==> src/hdl/swt_pkg.sv <==
// Shared constants, verdict codes and event type for the sequence window tracker.
package swt_pkg;

   localparam int WINDOW_BITS_DEFAULT = 64;
   localparam int SEQ_W               = 32;
   localparam int GAP_W               = 31;
   localparam int COUNT_W             = 64;
   localparam int VERDICT_W           = 3;
   localparam int REQ_DATA_W          = 32;
   localparam int REQ_USER_W          = 1;
   localparam int RSP_DATA_W          = 288;
   localparam int RSP_USER_W          = 3;

   localparam logic [VERDICT_W-1:0] VERDICT_FIRST     = 3'd0;
   localparam logic [VERDICT_W-1:0] VERDICT_NEWEST    = 3'd1;
   localparam logic [VERDICT_W-1:0] VERDICT_LATE_FILL = 3'd2;
   localparam logic [VERDICT_W-1:0] VERDICT_DUPLICATE = 3'd3;
   localparam logic [VERDICT_W-1:0] VERDICT_TOO_OLD   = 3'd4;

   // Outcome of classifying one sequence number, passed to the counters.
   typedef struct packed {
      logic [VERDICT_W-1:0] verdict;
      logic [GAP_W-1:0]     gap_lost;
      logic                 inc_unique;
      logic                 inc_duplicate;
      logic                 inc_late;
   } swt_event_type;

endpackage

==> src/hdl/swt_window.sv <==
// Highest-sequence register, seen bitmap and classification of each number.
module swt_window #(
   parameter int WINDOW_BITS = swt_pkg::WINDOW_BITS_DEFAULT
) (
   input  logic                       clock,
   input  logic                       reset,
   input  logic                       step,
   input  logic [swt_pkg::SEQ_W-1:0]  seq_number,
   input  logic                       restart,
   output swt_pkg::swt_event_type     event_out
);
   import swt_pkg::*;

   localparam int IDX_W = $clog2(WINDOW_BITS);

   logic                   tracker_valid_ff;
   logic [SEQ_W-1:0]       highest_seq_ff, highest_seq_in;
   logic [WINDOW_BITS-1:0] seen_window_ff, seen_window_in;

   logic             live;
   logic [SEQ_W-1:0] diff;
   logic [SEQ_W-1:0] age;
   logic             newer;
   logic             seen_bit;

   always_comb begin
      live     = tracker_valid_ff & ~restart;
      diff     = seq_number - highest_seq_ff;
      age      = highest_seq_ff - seq_number;
      newer    = (diff != '0) && !diff[SEQ_W-1];
      seen_bit = seen_window_ff[age[IDX_W-1:0]];

      highest_seq_in = highest_seq_ff;
      seen_window_in = seen_window_ff;
      event_out      = '0;

      if (!live) begin
         highest_seq_in       = seq_number;
         seen_window_in       = WINDOW_BITS'(1);
         event_out.verdict    = VERDICT_FIRST;
         event_out.inc_unique = 1'b1;
      end else if (newer) begin
         highest_seq_in = seq_number;
         // shifting the fixed-width bitmap drops bits beyond the window
         if (diff < SEQ_W'(WINDOW_BITS))
            seen_window_in = (seen_window_ff << diff[IDX_W-1:0]) | WINDOW_BITS'(1);
         else
            seen_window_in = WINDOW_BITS'(1);
         event_out.verdict    = VERDICT_NEWEST;
         event_out.gap_lost   = diff[GAP_W-1:0] - GAP_W'(1);
         event_out.inc_unique = 1'b1;
      end else if (age < SEQ_W'(WINDOW_BITS)) begin
         if (seen_bit) begin
            event_out.verdict       = VERDICT_DUPLICATE;
            event_out.inc_duplicate = 1'b1;
         end else begin
            seen_window_in       = seen_window_ff | (WINDOW_BITS'(1) << age[IDX_W-1:0]);
            event_out.verdict    = VERDICT_LATE_FILL;
            event_out.inc_unique = 1'b1;
            event_out.inc_late   = 1'b1;
         end
      end else begin
         event_out.verdict  = VERDICT_TOO_OLD;
         event_out.inc_late = 1'b1;
      end
   end

   always_ff @(posedge clock) begin
      if (reset) begin
         tracker_valid_ff <= 1'b0;
      end else if (step) begin
         tracker_valid_ff <= 1'b1;
      end
   end

   always_ff @(posedge clock) begin
      if (step) begin
         highest_seq_ff <= highest_seq_in;
         seen_window_ff <= seen_window_in;
      end
   end

endmodule

==> src/hdl/swt_counters.sv <==
// Four wrapping 64-bit statistics counters, updated once per classified word.
module swt_counters (
   input  logic                         clock,
   input  logic                         reset,
   input  logic                         step,
   input  swt_pkg::swt_event_type       event_in,
   output logic [swt_pkg::COUNT_W-1:0]  unique_total,
   output logic [swt_pkg::COUNT_W-1:0]  lost_total,
   output logic [swt_pkg::COUNT_W-1:0]  duplicate_total,
   output logic [swt_pkg::COUNT_W-1:0]  late_total
);
   import swt_pkg::*;

   logic [COUNT_W-1:0] unique_ff, unique_in;
   logic [COUNT_W-1:0] lost_ff, lost_in;
   logic [COUNT_W-1:0] duplicate_ff, duplicate_in;
   logic [COUNT_W-1:0] late_ff, late_in;

   always_comb begin
      unique_in    = unique_ff + COUNT_W'(event_in.inc_unique);
      lost_in      = lost_ff + COUNT_W'(event_in.gap_lost);
      duplicate_in = duplicate_ff + COUNT_W'(event_in.inc_duplicate);
      late_in      = late_ff + COUNT_W'(event_in.inc_late);
   end

   always_ff @(posedge clock) begin
      if (reset) begin
         unique_ff    <= '0;
         lost_ff      <= '0;
         duplicate_ff <= '0;
         late_ff      <= '0;
      end else if (step) begin
         unique_ff    <= unique_in;
         lost_ff      <= lost_in;
         duplicate_ff <= duplicate_in;
         late_ff      <= late_in;
      end
   end

   // counters only move when the result register loads, so they double as it
   assign unique_total    = unique_ff;
   assign lost_total      = lost_ff;
   assign duplicate_total = duplicate_ff;
   assign late_total      = late_ff;

endmodule

==> src/hdl/sequence_window_tracker.sv <==
// Sequence window tracker: loss, duplicate and reordering check on packet numbers.
//
// req channel: one word per packet, req_tdata = 32-bit sequence number,
// req_tuser = restart flag (clears the tracker, keeps the counters).
// rsp channel: one word per request, rsp_tuser = verdict, rsp_tdata =
// gap_lost and the four running totals as they stand after that packet.
// Pipeline: an accepted request is held in the input register, then classified
// and counted into the result stage, which drives the response.
// Throughput: one word per cycle while rsp_tready is high; the only loop is the tracker state
// (highest number and seen bitmap) and the counters, which all update on the same step.
// Reset: synchronous; empties both stages, clears the tracker and the
// counters. The first word afterwards starts the tracker.
// Stall: when rsp_tready is low the response holds, one more request may sit
// in the input register, then req_tready drops. Nothing is lost or repeated.
module sequence_window_tracker #(
   parameter int WINDOW_BITS = swt_pkg::WINDOW_BITS_DEFAULT
) (
   input  logic                             clock,
   input  logic                             reset,
   input  logic                             req_tvalid,
   output logic                             req_tready,
   input  logic [swt_pkg::REQ_DATA_W-1:0]   req_tdata,  // [31:0] seq_number
   input  logic [swt_pkg::REQ_USER_W-1:0]   req_tuser,  // [0] restart
   output logic                             rsp_tvalid,
   input  logic                             rsp_tready,
   // [30:0] gap_lost, [94:31] unique_total, [158:95] lost_total,
   // [222:159] duplicate_total, [286:223] late_total, [287] zero
   output logic [swt_pkg::RSP_DATA_W-1:0]   rsp_tdata,
   output logic [swt_pkg::RSP_USER_W-1:0]   rsp_tuser   // [2:0] verdict
);
   import swt_pkg::*;

   logic                 in_valid_ff;
   logic [SEQ_W-1:0]     in_seq_ff;
   logic                 in_restart_ff;
   logic                 out_valid_ff;
   logic [VERDICT_W-1:0] verdict_ff;
   logic [GAP_W-1:0]     gap_ff;

   logic                 step;
   logic                 req_take;
   swt_event_type        item_event;
   logic [COUNT_W-1:0]   unique_total, lost_total, duplicate_total, late_total;

   assign step       = in_valid_ff & (~out_valid_ff | rsp_tready);
   assign req_tready = ~in_valid_ff | step;
   assign req_take   = req_tvalid & req_tready;

   always_ff @(posedge clock) begin
      if (reset) begin
         in_valid_ff  <= 1'b0;
         out_valid_ff <= 1'b0;
      end else begin
         if (req_tready)
            in_valid_ff <= req_tvalid;
         if (~out_valid_ff | rsp_tready)
            out_valid_ff <= in_valid_ff;
      end
   end

   always_ff @(posedge clock) begin
      if (req_take) begin
         in_seq_ff     <= req_tdata[SEQ_W-1:0];
         in_restart_ff <= req_tuser[0];
      end
      if (step) begin
         verdict_ff <= item_event.verdict;
         gap_ff     <= item_event.gap_lost;
      end
   end

   swt_window #(
      .WINDOW_BITS (WINDOW_BITS)
   ) u_window (
      .clock      (clock),
      .reset      (reset),
      .step       (step),
      .seq_number (in_seq_ff),
      .restart    (in_restart_ff),
      .event_out  (item_event)
   );

   swt_counters u_counters (
      .clock           (clock),
      .reset           (reset),
      .step            (step),
      .event_in        (item_event),
      .unique_total    (unique_total),
      .lost_total      (lost_total),
      .duplicate_total (duplicate_total),
      .late_total      (late_total)
   );

   assign rsp_tvalid = out_valid_ff;
   assign rsp_tuser  = verdict_ff;
   assign rsp_tdata  = {1'b0, late_total, duplicate_total, lost_total, unique_total, gap_ff};

endmodule

==> config.mk <==
export PLATFORM = sky130hd
export DESIGN_NAME = sequence_window_tracker
export DESIGN_NICKNAME = d
export VERILOG_FILES = /design/src/hdl/swt_pkg.sv /design/src/hdl/swt_window.sv /design/src/hdl/swt_counters.sv /design/src/hdl/sequence_window_tracker.sv
export SDC_FILE = /design/constraint.sdc
export NUM_CORES = 1
export LEC_CHECK = 0
export BUFFER_PORTS_ARGS = -buffer_cell sky130_fd_sc_hd__buf_4
export CAP_MARGIN = 20
export CORE_MARGIN = 1
export CORE_UTILIZATION = 65
export CTS_BUF_LIST = sky130_fd_sc_hd__clkbuf_2 sky130_fd_sc_hd__clkbuf_4 sky130_fd_sc_hd__clkbuf_8
export CTS_CLUSTER_DIAMETER = 80
export DETAILED_ROUTE_END_ITERATION = 6
export PLACE_DENSITY = 0.89
export SLEW_MARGIN = 10
export SYNTH_ARGS = -nofsm -noshare
export SYNTH_HDL_FRONTEND = slang
export SYNTH_SLANG_ARGS = --single-unit
==> constraint.sdc <==
create_clock -name clock -period 22.3 [get_ports clock]
set_input_delay 2.23 -clock clock [delete_from_list [all_inputs] [get_ports clock]]
set_output_delay 2.23 -clock clock [all_outputs]
set_load 0.01 [all_outputs]
==> metrics.txt <==
Place WS roughly 13 ns; Slowest Stage Delay on Critical Path 0.79 ns; CP max FO 68; clock-pin slew on the worst setup and hold paths 0.06 ns; Synth Register Bits 422; cell leakage power 12.6 nW; WHS Endpoint u_counters.lost_total[28]; Slew Limit Headroom between 20% and 30%; Worst Tran Pin Value 1.07 ns; post-synth cell types between 80 and 90; sequential area share after synthesis between 30% and 40%; mux share of post-synthesis cell area 7.65%; Fin Setup TNS 0 ns; DRC 0; Fmax 0.108 GHz; commonest non-fill, non-tap cell in the layout nor2_1; Worst Hold Launch u_counters.lost_total[28]; layout cells sized above 1 16.8%; Syn Area/Cell between 8 and 9 sq um; status finished clean; HPWL after detailed placement 61300 um; Compound-Gate Fraction of Synth Area around 16%; vias in the first global route between 20000 and 25000; post-DR wirelength/cell between 20 and 25 um; r2r worst-path depth 28; IO Port Bufs ~330; Post-Place Cell Area 0.0298 sq mm; Clock Path Buffers 3; clk sinks about 420; max-slew violation total from the final report 0; Vias/cell 6.46; htree depth 3; core area slightly above 0.04 sq mm; Boundary Pins 330; crit path DAT 9.73 ns; die height 206 um; Synth Instances 3195; most frequent cells in the layout nor2_1 (470), buf_4 (351), nand2_1 (324); final RePlAce weighted congestion 1.02; HP Class register to register; Clock Tree Root clkbuf_8; XOR/XNOR Fraction of Synth Area about 8.5%; RSZ-0062 raised after global routing no; FILL cells 2851; tightest hold margin 0.480 ns; min Tclk post-route 9.22 ns; DRT iter0 DRCs 3014; pin count of the biggest net entering global routing 164; Final Cell Area around 0.031 sq mm; Setup WS post-layout 13.08 ns; Post-synth ARST share 0%; Primary FF master, synth dfxtp_1; CTS tree built; area delta synth->final 16.5%; total CTS buffers 73; Tcrit/Tclk final between 40% and 50%; Cell Pwr Density 69.4 mW/mm^2; R2R Path Start in_seq_ff[0]; antenna violation net count after detailed routing 0; WS Path Type register to register; fin nets roughly 3600; Hold Path Stages 2; post-CTS setup buffers 0; adder-cell share of the synthesized area 4.85%; Mapped Area 0.0270 sq mm; antenna violations before repair 1; drt first pass iters 6; Worst setup SP type register; most frequent CP cell nor2_1; Peak VDD IR 0.0938 mV; die area 0.0424 sq mm; simple-gate area share of the yosys netlist 21.4%; Worst EP required 22.80 ns; worst skew pair latency 0.69 ns; Post-Syn Nets 3335; endpoint class of the critical path register; clock skew 0.0480 ns; worst reg2reg endpoint u_counters.duplicate_total[61]; reg-to-reg setup timing slack 13.08 ns; diode count 0; Starting Density between 60 and 70%; final setup fails 0; # Max-Cap Violations 0; final hold violation count 0; Core Rows 74; Post-synth EDFFs about 160; GR Util All Layers 39.9%; cts-stage hold buffer count 0; largest family of logic cells by synthesized area simple AND/OR/NAND/NOR gates; final wirelength 87200 um; CTS resizes 0; vias 26099; Die Wd 206 um; first-pass GRT wire length 133000 um; Yosys Warn Count 0; grt ovf 0; total power 0.00218 W; CP max stage cell nor4_1
-- worst max path at each step --
stage                       from                        endpoint  slack, ns
global route        in_seq_ff[0]  u_counters.duplicate_total[61]      12.36
finish              in_seq_ff[0]  u_counters.duplicate_total[61]      13.08
detailed placement  in_seq_ff[0]  u_counters.duplicate_total[61]      13.45
floorplan           in_seq_ff[5]      u_window.seen_window_ff[0]      15.27
CTS                 in_seq_ff[0]  u_counters.duplicate_total[61]      13.28
global placement    in_seq_ff[0]  u_counters.duplicate_total[57]      13.90
-- per-layer routing --
layer	share of wire [%]	track usage, %	up-vias
met5	0.017	0	-
met4	6.8	24.6	2
met3	9.5	9.27	357
met2	46	64.0	1510
met1	37	48.7	12358
li1	-	-	11872
-- registers in the layout, indices dropped and copies added (netlist names) --
register / flops
in_restart_ff: 1
u_window.seen_window_ff: 64
u_counters.duplicate_total: 64
in_seq_ff: 32
gap_ff: 31
u_window.tracker_valid_ff: 1
u_window.highest_seq_ff: 32
u_counters.unique_total: 64
u_counters.late_total: 64
rsp_tuser: 3
in_valid_ff: 1
u_counters.lost_total: 64
rsp_tvalid: 1
-- logic make-up after synthesis --
group / after synthesis
AO/OA/AOI/OAI: 719
XOR/XNOR: 261
adder cells (fa/ha/maj): 103
buffers and inverters: 276
flip-flops: 422
multiplexers: 154
other: 1
AND/OR/NAND/NOR: 1259
-- cell type report --
class | instances | area (sq um) | share of cell area [%]
clock inverters | 20 | 292 | 0.927
flip-flops and latches | 422 | 10100 | 32.0
multi-input cells | 2497 | 16000 | 50.9
repair buffers | 355 | 2690 | 8.54
inverters | 104 | 392 | 1.24
well taps | 532 | 666 | 2.12
clock buffers | 110 | 1350 | 4.28
-- power breakdown --
| group | internal (W) | switching [W] | total [W] |
|---|---|---|---|
| Sequential | 0.000820 | 0.0000186 | 0.000839 |
| Clock | 0.000468 | 0.000340 | 0.000809 |
| Combinational | 0.000179 | 0.000356 | 0.000535 |
-- Yosys cell counts, drive strengths merged, types with 17 or more instances --
master / number / share of area (%)
nor2: 471 / 6.5
xnor2: 118 / 3.8
mux4: 40 / 3.3
or3: 57 / 1.3
nand2b: 26 / 0.63
and3: 53 / 1.2
clkbuf: 132 / 1.8
edfxtp: 163 / 18
o21ai: 252 / 4.8
ha: 100 / 4.6
nand3: 104 / 1.9
a21oi: 232 / 4.3
dfxtp: 259 / 19
a211oi: 40 / 1.1
nor3: 57 / 1.1
and2: 24 / 0.56
mux2: 19 / 0.79
inv: 104 / 1.4
nand2: 326 / 4.5
a21o: 38 / 1.1
mux2i: 95 / 3.5
nor4: 17 / 0.42
buf: 40 / 0.77
nand4: 51 / 1.2
xor2: 143 / 4.6
nor2b: 22 / 0.51
-- worst max-delay path: cells and delay by family (launching register included) --
family / cells / cell delay, ns
AOI/OAI and AO/OA: 1 / 0.29
and+or+nand+nor: 16 / 5.10
xor gates and xnor gates: 1 / 0.17
buffers and inverters: 6 / 1.89
DFF: 1 / 0.41
adders and majority gates: 4 / 1.13
-- through the flow --
stage / utilization (%) / cells
2_1_floorplan: - / 3195
3_3_place_gp: 72.8 / 3907
3_5_place_dp: 72.8 / 3907
4_1_cts: 76.8 / 4037
5_1_grt: 76.9 / 4040
6_report: 76.9 / 4040
Power figures use the tool's default switching activity.
